File: src/rtl/fwt_pkg.sv
`timescale 1ns / 1ps
`default_nettype none
// ----------------------------------------------------------------------------
// fwt_pkg
// Constants, word table and match helpers for the function word tokenizer.
// ----------------------------------------------------------------------------
package fwt_pkg;

	localparam int NUM_REF_WORDS    = 63;
	localparam int MAX_KEPT_LETTERS = 6;

	localparam int TABLE_ENTRIES = 63;
	localparam int ABBREV_COUNT  = 7;
	localparam int ENTRY_CHARS   = 7;
	localparam int STR_W         = 8 * ENTRY_CHARS;
	localparam int LETTER_W      = 5;
	localparam int WORD_W        = LETTER_W * MAX_KEPT_LETTERS;
	localparam int LEN_W         = $clog2(MAX_KEPT_LETTERS + 2);
	localparam int WIDX_W        = $clog2(MAX_KEPT_LETTERS);
	localparam int ENTRY_LEN_W   = 3;
	localparam int INDEX_W       = 6;
	localparam int OUT_W         = 16;

	localparam logic [LEN_W-1:0]    LEN_MAX     = LEN_W'(MAX_KEPT_LETTERS);
	localparam logic [LEN_W-1:0]    LEN_TOOLONG = LEN_W'(MAX_KEPT_LETTERS + 1);
	localparam logic [LETTER_W-1:0] LETTER_V    = 5'd21;

	localparam logic [7:0] CH_BANG    = 8'h21;
	localparam logic [7:0] CH_QUEST   = 8'h3F;
	localparam logic [7:0] CH_SPACE   = 8'h20;
	localparam logic [7:0] CH_DOT     = 8'h2E;
	localparam logic [7:0] CH_NEWLINE = 8'h0A;
	localparam logic [7:0] CH_DASH    = 8'h2D;

	typedef struct packed {
		logic [ENTRY_LEN_W-1:0] len;
		logic [WORD_W-1:0]      letters;
	} ref_entry_t;

	function automatic logic [STR_W-1:0] ref_word(input logic [INDEX_W-1:0] idx);
		unique case (idx)
			6'd0:  return "A";
			6'd1:  return "ALL";
			6'd2:  return "ALSO";
			6'd3:  return "AN";
			6'd4:  return "AND";
			6'd5:  return "ANY";
			6'd6:  return "ARE";
			6'd7:  return "AS";
			6'd8:  return "AT";
			6'd9:  return "BE";
			6'd10: return "BEEN";
			6'd11: return "BUT";
			6'd12: return "BY";
			6'd13: return "CAN";
			6'd14: return "DO";
			6'd15: return "DOWN";
			6'd16: return "EVEN";
			6'd17: return "FOR";
			6'd18: return "FROM";
			6'd19: return "HAD";
			6'd20: return "HAS";
			6'd21: return "HAVE";
			6'd22: return "HER";
			6'd23: return "HIS";
			6'd24: return "IF";
			6'd25: return "IN";
			6'd26: return "INTO";
			6'd27: return "IS";
			6'd28: return "IT";
			6'd29: return "ITS";
			6'd30: return "MAY";
			6'd31: return "MORE";
			6'd32: return "MUST";
			6'd33: return "NO";
			6'd34: return "NOT";
			6'd35: return "NOW";
			6'd36: return "OF";
			6'd37: return "ON";
			6'd38: return "ONE";
			6'd39: return "ONLY";
			6'd40: return "OR";
			6'd41: return "OUR";
			6'd42: return "SO";
			6'd43: return "SOME";
			6'd44: return "SUCH";
			6'd45: return "THAN";
			6'd46: return "THAT";
			6'd47: return "THE";
			6'd48: return "THEIR";
			6'd49: return "THEN";
			6'd50: return "THERE";
			6'd51: return "THINGS";
			6'd52: return "THIS";
			6'd53: return "TO";
			6'd54: return "UP";
			6'd55: return "WAS";
			6'd56: return "WERE";
			6'd57: return "WHAT";
			6'd58: return "WHEN";
			6'd59: return "WHICH";
			6'd60: return "WHO";
			6'd61: return "WITH";
			6'd62: return "WOULD";
			default: return '0;
		endcase
	endfunction

	// Words after which a period does not close a sentence.
	function automatic logic [STR_W-1:0] abbrev_word(input logic [2:0] idx);
		unique case (idx)
			3'd0: return "DR";
			3'd1: return "RD";
			3'd2: return "ST";
			3'd3: return "MR";
			3'd4: return "MS";
			3'd5: return "MRS";
			3'd6: return "PROF";
			default: return '0;
		endcase
	endfunction

	// String literals are right-justified, so the first character sits in
	// the highest nonzero byte.
	function automatic ref_entry_t make_entry(input logic [STR_W-1:0] s);
		ref_entry_t e;
		int         n;
		e = '0;
		n = 0;
		for (int b = 0; b < ENTRY_CHARS; b++) begin
			if (s[8*b +: 8] != 8'h00) begin
				n = b + 1;
			end
		end
		e.len = ENTRY_LEN_W'(n);
		for (int i = 0; i < MAX_KEPT_LETTERS; i++) begin
			if (i < n) begin
				e.letters[i*LETTER_W +: LETTER_W] = s[8*(n-1-i) +: LETTER_W] - 5'd1;
			end
		end
		return e;
	endfunction

	function automatic logic word_matches(input logic [WORD_W-1:0] w,
	                                      input logic [LEN_W-1:0]  len,
	                                      input ref_entry_t        e);
		logic m;
		m = (int'(len) == int'(e.len)) && (int'(len) <= MAX_KEPT_LETTERS);
		for (int p = 0; p < MAX_KEPT_LETTERS; p++) begin
			if (p < int'(len) &&
			    w[p*LETTER_W +: LETTER_W] != e.letters[p*LETTER_W +: LETTER_W]) begin
				m = 1'b0;
			end
		end
		return m;
	endfunction

endpackage
`default_nettype wire

File: src/rtl/function_word_tokenizer_core.sv
`timescale 1ns / 1ps
`default_nettype none
// ----------------------------------------------------------------------------
// function_word_tokenizer_core
// Byte stream word tokenizer with function word lookup and sentence marking.
// ----------------------------------------------------------------------------
// One text byte enters per item and one result item leaves per byte. The
// block takes a new byte every cycle: a byte is registered, then the word
// state update and the parallel compare against the word table run
// combinationally into the output register, so the sustained rate is one
// item per cycle while the output side keeps up. Letters are folded to
// upper case and at most six are kept; longer words match nothing. The
// current word and the dash flag are cleared by the start-of-text flag
// before its byte is handled.
module function_word_tokenizer_core
	import fwt_pkg::*;
(
	input  wire logic             clk,
	input  wire logic             arst_n,
	input  wire logic             s_tvalid,
	output logic                  s_tready,
	input  wire logic [7:0]       s_tdata,   // [7:0] text_byte
	input  wire logic             s_tuser,   // [0] start_of_text
	output logic                  m_tvalid,
	input  wire logic             m_tready,
	output logic [OUT_W-1:0]      m_tdata    // [0] word_end, [1] is_reference,
	                                         // [7:2] ref_index, [8] sentence_end,
	                                         // [9] v_abbreviation, [15:10] zero
);

	logic                valid_s1;
	logic [7:0]          byte_s1;
	logic                sot_s1;
	logic                valid_s2;
	logic [OUT_W-1:0]    data_s2;

	logic [WORD_W-1:0]   letters_q;
	logic [LEN_W-1:0]    word_len_q;
	logic                dash_q;

	logic                advance;
	logic [LEN_W-1:0]    len_eff;
	logic                dash_eff;
	logic                is_letter;
	logic [LETTER_W-1:0] code;
	logic                is_ender;
	logic                word_end;
	logic                vab;
	logic                sent_end;
	logic [TABLE_ENTRIES-1:0] ref_hit;
	logic [ABBREV_COUNT-1:0]  abbrev_hit;
	logic                is_ref;
	logic [INDEX_W-1:0]  ref_idx;

	assign advance  = valid_s1 && (!valid_s2 || m_tready);
	assign s_tready = !valid_s1 || advance;
	assign m_tvalid = valid_s2;
	assign m_tdata  = data_s2;

	always_ff @(posedge clk or negedge arst_n) begin
		if (!arst_n) begin
			valid_s1 <= 1'b0;
		end else if (s_tready) begin
			valid_s1 <= s_tvalid;
		end
	end

	always_ff @(posedge clk) begin
		if (s_tvalid && s_tready) begin
			byte_s1 <= s_tdata;
			sot_s1  <= s_tuser;
		end
	end

	always_comb begin
		len_eff   = sot_s1 ? '0 : word_len_q;
		dash_eff  = sot_s1 ? 1'b0 : dash_q;
		is_letter = (byte_s1 >= 8'h41 && byte_s1 <= 8'h5A) ||
		            (byte_s1 >= 8'h61 && byte_s1 <= 8'h7A);
		// Upper and lower case letters share their low five bits.
		code      = byte_s1[4:0] - 5'd1;
		is_ender  = byte_s1 == CH_BANG || byte_s1 == CH_QUEST ||
		            byte_s1 == CH_SPACE || byte_s1 == CH_DOT ||
		            byte_s1 == CH_NEWLINE || (dash_eff && byte_s1 == CH_DASH);
		word_end  = !is_letter && is_ender && len_eff != '0;
		vab       = byte_s1 == CH_DOT && len_eff == LEN_W'(1) &&
		            letters_q[LETTER_W-1:0] == LETTER_V;
	end

	for (genvar i = 0; i < TABLE_ENTRIES; i++) begin : g_ref
		localparam ref_entry_t ENTRY = make_entry(ref_word(INDEX_W'(i)));
		assign ref_hit[i] = (i < NUM_REF_WORDS) && word_matches(letters_q, len_eff, ENTRY);
	end

	for (genvar i = 0; i < ABBREV_COUNT; i++) begin : g_abbrev
		localparam ref_entry_t ENTRY = make_entry(abbrev_word(3'(i)));
		assign abbrev_hit[i] = word_matches(letters_q, len_eff, ENTRY);
	end

	// Table words are distinct, so at most one entry hits and an OR of the
	// hit indexes is the index itself.
	always_comb begin
		ref_idx = '0;
		for (int i = 0; i < TABLE_ENTRIES; i++) begin
			if (ref_hit[i]) begin
				ref_idx = ref_idx | INDEX_W'(i);
			end
		end
		is_ref   = word_end && (|ref_hit);
		sent_end = word_end && (byte_s1 == CH_BANG || byte_s1 == CH_QUEST ||
		                        (byte_s1 == CH_DOT && !(|abbrev_hit)));
	end

	always_ff @(posedge clk or negedge arst_n) begin
		if (!arst_n) begin
			word_len_q <= '0;
			dash_q     <= 1'b0;
		end else if (advance) begin
			dash_q <= byte_s1 == CH_DASH;
			if (is_letter) begin
				word_len_q <= (len_eff < LEN_MAX) ? len_eff + LEN_W'(1) : LEN_TOOLONG;
			end else if (word_end) begin
				word_len_q <= '0;
			end else begin
				word_len_q <= len_eff;
			end
		end
	end

	always_ff @(posedge clk) begin
		if (advance && is_letter && len_eff < LEN_MAX) begin
			for (int k = 0; k < MAX_KEPT_LETTERS; k++) begin
				if (len_eff[WIDX_W-1:0] == WIDX_W'(k)) begin
					letters_q[k*LETTER_W +: LETTER_W] <= code;
				end
			end
		end
	end

	always_ff @(posedge clk or negedge arst_n) begin
		if (!arst_n) begin
			valid_s2 <= 1'b0;
		end else if (advance) begin
			valid_s2 <= 1'b1;
		end else if (m_tready) begin
			valid_s2 <= 1'b0;
		end
	end

	always_ff @(posedge clk) begin
		if (advance) begin
			data_s2 <= {6'b0, vab, sent_end, (is_ref ? ref_idx : 6'b0), is_ref, word_end};
		end
	end

	a_len_bound: assert property (@(posedge clk) disable iff (!arst_n)
		word_len_q <= LEN_TOOLONG)
		else $error("word length beyond saturation value");

	a_ref_needs_end: assert property (@(posedge clk) disable iff (!arst_n)
		m_tvalid |-> (!m_tdata[1] && !m_tdata[8]) || m_tdata[0])
		else $error("match or sentence end without a word end");

	a_letter_len: assert property (@(posedge clk) disable iff (!arst_n)
		advance && is_letter |=> word_len_q != '0)
		else $error("letter did not extend the word");

	a_end_clears: assert property (@(posedge clk) disable iff (!arst_n)
		advance && word_end |=> word_len_q == '0)
		else $error("word end did not clear the word");

	a_index_zero: assert property (@(posedge clk) disable iff (!arst_n)
		m_tvalid && !m_tdata[1] |-> m_tdata[7:2] == 6'b0)
		else $error("nonzero index without a match");

endmodule
`default_nettype wire
File: config.mk
export PLATFORM = sky130hd
export DESIGN_NAME = function_word_tokenizer_core
export DESIGN_NICKNAME = d
export VERILOG_FILES = /design/src/rtl/fwt_pkg.sv /design/src/rtl/function_word_tokenizer_core.sv
export SDC_FILE = /design/constraint.sdc
export NUM_CORES = 1
export LEC_CHECK = 0
export ABC_AREA = 0
export BUFFER_PORTS_ARGS = -buffer_cell sky130_fd_sc_hd__clkbuf_2
export CAP_MARGIN = 20
export CORE_MARGIN = 2
export CORE_UTILIZATION = 26
export DETAILED_ROUTE_END_ITERATION = 12
export PLACE_DENSITY_LB_ADDON = 0.2
export SYNTH_ARGS = -nofsm -noshare
export SYNTH_HDL_FRONTEND = slang
export SYNTH_SLANG_ARGS = --single-unit
File: constraint.sdc
create_clock -name clk -period 2.9 [get_ports clk]
set_clock_uncertainty 0.05 [all_clocks]
set_input_delay 0.145 -clock clk [delete_from_list [all_inputs] [get_ports clk]]
set_output_delay 0.145 -clock clk [all_outputs]
set_load 0.02 [all_outputs]
After elaboration in Yosys (flattened, before gate mapping)
Index checks and enable logic that the tools add are counted.
{"block": "word_totals", "in_bits": 13, "out_inout_bits": 18, "ff_bits": 55}
{"block": "op_classes", "eq_ne": 89, "addsub": 2, "magnitude_cmp": 12, "muxes": 464, "reduce_logical": 121}
{"op": "two-way mux 1 bit", "count": 384}
{"op": "two-way mux 6 bit", "count": 31}
{"op": "two-way mux 5 bit", "count": 28}
{"op": "!= test 5 bit (second input constant)", "count": 24}
{"op": "!= test 5 x 4 -> 1 bit (second input constant)", "count": 20}
{"op": "logical AND 1 bit", "count": 91}
{"op": "!= test 5 x 3 -> 1 bit (second input constant)", "count": 13}
{"op": "OR reduction 63 bit", "count": 1}
{"op": "equality test 8 x 6 -> 1 bit (second input constant)", "count": 5}
{"op": "!= test 5 x 2 -> 1 bit (second input constant)", "count": 7}
{"op": "two-way mux 3 bit", "count": 11}
{"op": "two-way mux 4 bit", "count": 8}
{"op": "nonzero test 5 bit", "count": 6}
{"op": "equality test 3 bit (second input constant)", "count": 6}
{"op": "greater-or-equal comparator 8 x 7 -> 1 bit (second input constant)", "count": 2}
{"op": "less-or-equal comparator 8 x 7 -> 1 bit (second input constant)", "count": 2}
{"op": "equality test 3 x 2 -> 1 bit (second input constant)", "count": 4}
{"op": "!= test 2 x 1 -> 1 bit (second input constant)", "count": 6}
{"op": "AND reduction 2 bit", "count": 6}
{"op": "logical OR 1 bit", "count": 9}
{"op": "equality test 8 x 4 -> 1 bit (second input constant)", "count": 1}
{"op": "OR reduction 7 bit", "count": 1}
{"op": "less-than comparator 1 x 3 -> 1 bit (first input constant)", "count": 2}
{"op": "less-than comparator 2 x 3 -> 1 bit (first input constant)", "count": 2}
{"op": "other kinds (13)", "count": 18}

Longest topological paths before layout
Gate-level depths: netlist of the first run.
{"block": "depth", "ltp_word": 71, "ltp_mapped": 10, "depth_no_buf": 9}

Worst setup path after synthesis of the first run
Ideal clock, no wire load.
{"block": "synth_timing", "kind": "register -> register", "startpoint": "register sot_s1", "endpoint": "register data_s2[1] (netlist: m_tdata[1]), data pin", "path_buffers": 0, "t_arrival_ns": 2.324, "slack_ns": 0.246, "path_stages_with_launch": 8, "setup_time_ns": 0.279, "path_cell_list": "edfxtp_1 -> o21bai_2 -> a21oi_1 -> nor4b_1 -> or3_1 -> or4_4 -> nor3_2 -> a31oi_1"}
{"block": "synth_between", "elab_chain_len": 11, "word_cells_on_any_way": 436, "classes_between": "order compare: 7; eq/ne: 6; mux: 343; reduce/logical: 80"}
{"element": "from (decl)", "line": "function_word_tokenizer_core.sv:33", "rtl": "logic sot_s1;"}
{"element": "from (signal assigned)", "line": "function_word_tokenizer_core.sv:71", "rtl": "sot_s1 <= s_tuser;"}
{"element": "two-way mux 3 bit", "line": "function_word_tokenizer_core.sv:76", "rtl": "len_eff = sot_s1 ? '0 : word_len_q;"}
{"element": "less-or-equal comparator 3 bit, or another cell as far along", "line": "fwt_pkg.sv:148", "rtl": "m = (int'(len) == int'(e.len)) && (int'(len) <= MAX_KEPT_LETTERS);"}
{"element": "logical AND 1 bit (on tied branches)", "line": "fwt_pkg.sv:148, fwt_pkg.sv:150"}
{"element": "two-way mux 1 bit (6 in series)", "line": "fwt_pkg.sv:150", "rtl": "if (p < int'(len) &&"}
{"element": "OR reduction 63 bit", "line": "function_word_tokenizer_core.sv:109", "rtl": "is_ref = word_end && (|ref_hit);"}
{"element": "logical AND 1 bit *", "line": "function_word_tokenizer_core.sv:109"}
{"element": "net is_ref", "line": "function_word_tokenizer_core.sv:52", "rtl": "logic is_ref;"}
{"element": "to (signal assigned)", "line": "function_word_tokenizer_core.sv:152", "rtl": "data_s2 <= {6'b0, vab, sent_end, (is_ref ? ref_idx : 6'b0), is_ref, word_end};"}
{"element": "to (decl)", "line": "function_word_tokenizer_core.sv:35", "rtl": "logic [OUT_W-1:0] data_s2;"}
Mark *: on every way through the listed nets, which the timed path passes. The rest lies on a longest branch.
A chain may end at the register's enable or synchronous reset.

Worst setup path in the final report of the first run
{"block": "layout_timing", "startpoint": "register word_len_q[1]", "endpoint": "register data_s2[3] (netlist: m_tdata[3]), data pin"}
{"block": "layout_between", "elab_chain_len": 70, "word_cells_on_any_way": 493, "classes_between": "order compare: 7; eq/ne: 6; mux: 403; reduce/logical: 77"}
{"element": "from (decl)", "line": "function_word_tokenizer_core.sv:38", "rtl": "logic [LEN_W-1:0] word_len_q;"}
{"element": "from (signal assigned)", "line": "function_word_tokenizer_core.sv:121", "rtl": "word_len_q <= (len_eff < LEN_MAX) ? len_eff + LEN_W'(1) : LEN_TOOLONG;"}
{"element": "from (signal assigned)", "line": "function_word_tokenizer_core.sv:125", "rtl": "word_len_q <= len_eff;"}
{"element": "two-way mux 3 bit *", "line": "function_word_tokenizer_core.sv:76"}
{"element": "less-or-equal comparator 3 bit, or another cell as far along", "line": "fwt_pkg.sv:148"}
{"element": "logical AND 1 bit (on tied branches)", "line": "fwt_pkg.sv:148, fwt_pkg.sv:150"}
{"element": "two-way mux 1 bit (6 in series)", "line": "fwt_pkg.sv:150"}
{"element": "two-way mux 2 bit (2 in series)", "line": "function_word_tokenizer_core.sv:105", "rtl": "if (ref_hit[i]) begin"}
{"element": "two-way mux 3 bit (4 in series)", "line": "function_word_tokenizer_core.sv:105"}
{"element": "two-way mux 4 bit (8 in series)", "line": "function_word_tokenizer_core.sv:105"}
{"element": "two-way mux 5 bit (16 in series)", "line": "function_word_tokenizer_core.sv:105"}
{"element": "two-way mux 6 bit (31 in series)", "line": "function_word_tokenizer_core.sv:105"}
Every way passes the cells marked *; elsewhere a longest branch is shown, timed or not.

==> impl_metrics.ini, run 1 <==
[setup_path]
timing.rr.start = word_len_q[1]
crit_path_end_kind = flip-flop
cp_data_required_time_ps = 3010
critical_path_arrival_ps = 2960
endpoint = m_tdata[3]
cp-start-kind = flip-flop
cp_num_cells = 8
path_class = reg2reg
reg2reg_depth = 8
rr_endpoint = m_tdata[3]
cpMostUsedCell = nor4_1
path_cells = buf_4 -> or4b_4 -> or4_1 -> nor4_1 -> or3_1 -> nor4_1 -> and3_1 -> a31oi_1
cp_slowest_cell = or4_1
path_buf_inv = 1
max_stage_delay_ps = 590
critPathLaunch = word_len_q[1]
rrSetupSlack_ps = 50
worstPathMaxFanout = 9
path_delay_family = simple AND/OR/NAND/NOR gates

[power_and_ir_drop]
power.clock.fraction_pct = 36.8
intPower_uw = 1440
ir_drop_mv = 0.2470
p_seq_share_pct = 46.9
power_switching_uw = 537.1
share_comb_of_total_power_pct = 16.3
powerDensity_nw_per_um2 = 342.7
swShare_pct = 27.16
power_leakage_uw = 0.002133

[layout]
final_cells = 811
n_antenna_cell = 0
drive_gt1_share_pct = 32.10
nets = 612
area_delta_synth_final_pct = 37.30

[placed_design]
post-place-ws_ps = -117.4
place_hpwl_um = 14170
io_buffers = 24
finalWeightedCongestion = 0.9880
place_inst = 791

[timing]
hold_viol = 0
maxSlewViolCount = 0
whs_ps = 72.16
worstMarginPinSlew_ps = 741.9
rsz0062_at_grt = yes
post-route-period-util_pct = 98.19
fin_ws_ps = 52.39
finalSetupViolations = 0
layout_min_cycle_time_ps = 2848
relSlewSlack_pct = 50.37
fmax_ghz = 0.3512

[clock_network]
htreeDepth = 2
numCtsBuffers = 5
insertion_delay_ps = 310
cts_tree = done
cts_buffer_depth = 2
clock-sinks = 55
cts.reportedPaths.clkPinSlew_ps = 80
cts_root_buf = clkbuf_16

[detailed_routing]
wl_um = 17070
wire_per_inst_um = 21.05
drt_iter0_drc = 335
vias_per_cell = 5.515
drt_first_pass_iters = 4
antenna_left = 0
drc = 0
num_vias = 4473

[global_routing]
gr-total-overflow = 0
antenna_found_initial = 0
grt_pass1_vias = 4381
grt_max_degree = 21
grt_pass1_wl_um = 25820
grt_usage_pct = 19.68

[synthesis]
synth_edf_count = 49
netlist_area_sq_um = 4203
synth_cell_type_count = 72
ys_seq_area_share_pct = 38.58
ys_async_sr_fraction_pct = 10.91
synth-seq-cells = 55
synthCells = 465
avgSynthCellArea_sq_um = 9.038
synth-warning-count = 0
synth-main-ff-cell = edfxtp_1

[die]
rows = 46
io_pins = 31
die_h_um = 131.1
start_util_pct = 26.55
core-area_sq_um = 15830
die_w_um = 131.1
dieArea_sq_um = 17200

[flow_run]
maxCapViolCount = 0

[min_path]
hold_class = in2reg

[status]
outcome = completed
==> worst reg2reg max path: stages, from the launching register on <==
cell and delay (ps):
dfrtp_1 430, buf_4 190, or4b_4 530, or4_1 590, nor4_1 330, or3_1 190, nor4_1 70, and3_1 170
a31oi_1 150
==> synthesized netlist by cell type, types with 6 or more instances <==
cell | n | area share [%]
edfxtp_1 | 49 | 35
nor2_1 | 43 | 3.8
nand2_1 | 40 | 3.6
nor3_1 | 24 | 2.9
a21oi_1 | 23 | 2.7
nor4_1 | 23 | 3.4
a211oi_1 | 19 | 3.4
nand3_1 | 14 | 1.7
o21ai_0 | 13 | 1.5
nor2b_1 | 12 | 1.8
buf_2 | 11 | 1.3
nand2b_1 | 11 | 1.6
inv_1 | 10 | 0.89
nand4_1 | 10 | 1.5
nor3b_1 | 10 | 1.8
o21a_1 | 9 | 1.6
a2111oi_0 | 8 | 1.7
a31oi_1 | 8 | 1.2
buf_4 | 8 | 1.4
clkbuf_1 | 8 | 0.71
and3b_1 | 6 | 1.3
dfrtp_1 | 6 | 3.6
nor4b_1 | 6 | 1.3
==> stage by stage <==
step / instance area (sq um) / setup TNS [ps] / total power, uW / util (%)
after floorplan: 4222 / 0 / 1100 / -
after global placement: 5283 / -269.1 / 1242 / 33.38
after detailed placement: 5283 / -299.2 / 1241 / 33.38
after CTS: 5593 / 0 / 1988 / 35.34
after global routing: 5771 / -89.86 / 2054 / 36.46
final: 5771 / 0 / 1978 / 36.46
==> area by class of cell <==
class | count | area [sq um]
tap | 216 | 270.3
inverter | 10 | 37.54
sequential | 55 | 1624
clock inverter | 3 | 50.05
fill | 1614 | 10060
timing repair buffer | 147 | 1075
clock buffer | 5 | 125.1
multi-input combinational | 375 | 2589
==> worst min path at each step <==
stage | endpoint | slack, ps | cells after the start | start
after global placement | m_tvalid | -70 | 1 | arst_n
after floorplan | dash_q | -200 | 0 | arst_n
after detailed placement | m_tvalid | -70 | 1 | arst_n
after global routing | valid_s1 | 120 | 3 | m_tready
after CTS | m_tvalid | 70 | 3 | m_tready
final | m_tvalid | 70 | 3 | m_tready
==> layout by cell type, fill, tap and decap left out, drive strengths merged, types with 7 or more instances in the layout <==
cell | synthesis | final
nand2b | 11 | 11
nor2 | 44 | 44
a31oi | 9 | 9
nor3 | 26 | 26
inv | 10 | 12
nor4b | 7 | 7
o21a | 9 | 9
clkbuf | 8 | 29
o21ai | 13 | 13
edfxtp | 49 | 49
a211oi | 23 | 23
nor4 | 23 | 23
nand2 | 40 | 40
buf | 22 | 112
dlygate4sd3 | 0 | 11
nor2b | 12 | 12
a21oi | 24 | 24
nor3b | 10 | 10
a2111oi | 9 | 9
nand3 | 14 | 14
nand4 | 10 | 10
==> per-layer routing <==
layer  track usage (%)  up-vias  wire length (um)
li1                  -     2081                 -
met1             24.32     2151              7113
met2             32.34      192              7996
met3             3.125       49               950
met4             11.90        0              1012
met5                 0        -                 0
==> timing repair <==
action                     in CTS  in global routing
hold endpoints to repair       16                  0
setup buffers                   0                  1
resized for setup               5                 33
hold buffers                   11                  0
pin swaps                       0                  3
cloned                          0                  0
setup endpoints to repair       4                  6
==> cell families after synthesis <==
group | share of synthesized area, %
AND/OR/NAND/NOR | 32.03
AO/OA/AOI/OAI | 22.18
flip-flops | 38.58
buffers and inverters | 4.793
adder cells (fa/ha/maj) | 1.489
XOR/XNOR | 0.8337
other | 0.08923
==> registers in the layout (all words and copies together) (netlist names) <==
name,flops
byte_s1,8
m_tvalid,1
word_len_q,3
valid_s1,1
sot_s1,1
m_tdata,10
letters_q,30
dash_q,1
==> power by group through the flow <==
stage / logic [uW] / registers [uW] / clock network, uW
3_5_place_dp: 299 / 942 / 0
4_1_cts: 314 / 924 / 750
3_3_place_gp: 301 / 941 / 0
2_1_floorplan: 159 / 940 / 0
6_report: 322 / 927 / 728
5_1_grt: 346 / 931 / 777
No activity file was read; power rests on OpenSTA's default activity.
==> run 2, diff against run 1 <==
==> constraint.sdc (replaced) <==
create_clock -name clk -period 3.4 [get_ports clk]
set_clock_uncertainty 0.05 [all_clocks]
set_input_delay 0.17 -clock clk [delete_from_list [all_inputs] [get_ports clk]]
set_output_delay 0.17 -clock clk [all_outputs]
set_load 0.02 [all_outputs]
==> impl_metrics.ini, run 2 (synthesis results as in run 1) <==
[global_routing]
antenna_found_initial = 0
grt_pass1_vias = 4185
gr-total-overflow = 0
grt_max_degree = 19
grt_pass1_wl_um = 26570
grt_usage_pct = 20.60

[clock_network]
cts_root_buf = clkbuf_16
post_cts_buffers = 0
htreeDepth = 2
numCtsBuffers = 5
cts_tree = done
insertion_delay_ps = 310
cts_buffer_depth = 2
cts.reportedPaths.clkPinSlew_ps = 70
clock-sinks = 55

[placed_design]
place_inst = 730
place_hpwl_um = 14480
io_buffers = 24
finalWeightedCongestion = 1.068

[layout]
n_antenna_cell = 0
largest_reg_flops = 30
n_fill_cell = 1686
final_cell_mix = buf_4 (50), edfxtp_1 (49), nor2_1 (43)
mostFrequentLayoutCell = buf_4
drive_gt1_share_pct = 19.36
nets = 549
area_delta_synth_final_pct = 20.78
final_cells = 748
regMostFlops = letters_q

[setup_path]
cp_data_required_time_ps = 3380
cpMostUsedCell = nor3_1
path_cells = a21oi_4 -> a311oi_4 -> buf_4 -> nor3_1 -> nor3_1 -> nand2_1 -> a2111oi_0 -> a31oi_1
reg2reg_depth = 8
cp_num_cells = 8
critical_path_arrival_ps = 3240
crit_path_end_kind = flip-flop
worstPathMaxFanout = 14
cp_slowest_cell = dfrtp_1
path_delay_family = compound AO/OA/AOI/OAI gates
cp-start-kind = flip-flop
path_class = reg2reg
path_buf_inv = 1
max_stage_delay_ps = 640

[timing]
finalSetupViolations = 0
layout_min_cycle_time_ps = 3255
hold_viol = 0
relSlewSlack_pct = 43.11
rsz0062_at_grt = no
worstMarginPinSlew_ps = 847.3
maxSlewViolCount = 0
fmax_ghz = 0.3072
fin_setup_tns_ps = 0
post-route-period-util_pct = 95.73

[die]
io_pins = 31
rows = 46
core-area_sq_um = 15830
die_h_um = 131.1
dieArea_sq_um = 17200
start_util_pct = 26.55
die_w_um = 131.1

[flow_run]
maxCapViolCount = 0

[detailed_routing]
antenna_left = 0
vias_per_cell = 5.690
drt_iter0_drc = 459
drt_first_pass_iters = 5
num_vias = 4256
wl_um = 17800
drc = 0
wire_per_inst_um = 23.80

[status]
outcome = completed

[power_and_ir_drop]
power_leakage_uw = 0.001755
total_power_uw = 1550
powerDensity_nw_per_um2 = 305.3
ir_drop_mv = 0.1958

[min_path]
hold_class = in2reg
whs_path_depth = 2
-- run 2: report_power, final --
part	leakage (uW)	switching, uW	internal [uW]
registers	0.000531	29.7	766
logic	0.00116	151	76.8
clock network	0.0000675	250	277
-- run 2: worst paths after layout --
path	startpoint	end	slack [ps]
setup / recovery	word_len_q[1]	m_tdata[4]	150
hold / removal	s_tvalid	valid_s1	10
setup reg to reg	word_len_q[1]	m_tdata[4]	150
hold reg to reg	dash_q	dash_q	430
max in group asynchronous	arst_n	word_len_q[2]	2930
min in group asynchronous	arst_n	dash_q	190
-- run 2: repair_timing --
| action | 4_1_cts | 5_1_grt |
|---|---|---|
| setup endpoints to repair | 0 | 4 |
| gates resized for setup | 0 | 2 |
| hold buffers | 10 | 0 |
| endpoints found under the hold margin | 15 | 0 |
-- run 2: metrics by stage --
stage	hold WS (ps)	utilization [%]	instance area (sq um)	setup slack, ps
final	9.863	32.07	5076	145.1
after global routing	12.23	32.07	5076	10.56
after CTS	6.659	32.02	5069	112.8
after detailed placement	-33.95	30.47	4823	122.6
after global placement	-37.35	30.47	4823	56.11
after floorplan	-175.6	-	4222	746.3
-- run 2: final cells by class --
type | instances | area (sq um) | area share (%)
Multi-Input combinational cell | 375 | 2405 | 47.37
Sequential cell | 55 | 1623 | 31.97
Timing Repair Buffer | 84 | 595.6 | 11.73
Tap cell | 216 | 270.3 | 5.324
Clock buffer | 6 | 128.9 | 2.539
Inverter | 10 | 37.54 | 0.7395
Clock inverter | 2 | 16.27 | 0.3204
-- run 2: layer usage --
layer	track usage, %	vias to the layer above	routed length [um]
met4	13.53	0	1237
met2	33.01	194	8133
met1	25.64	2049	7538
met5	0	-	0
li1	-	1952	-
met3	3.395	61	891
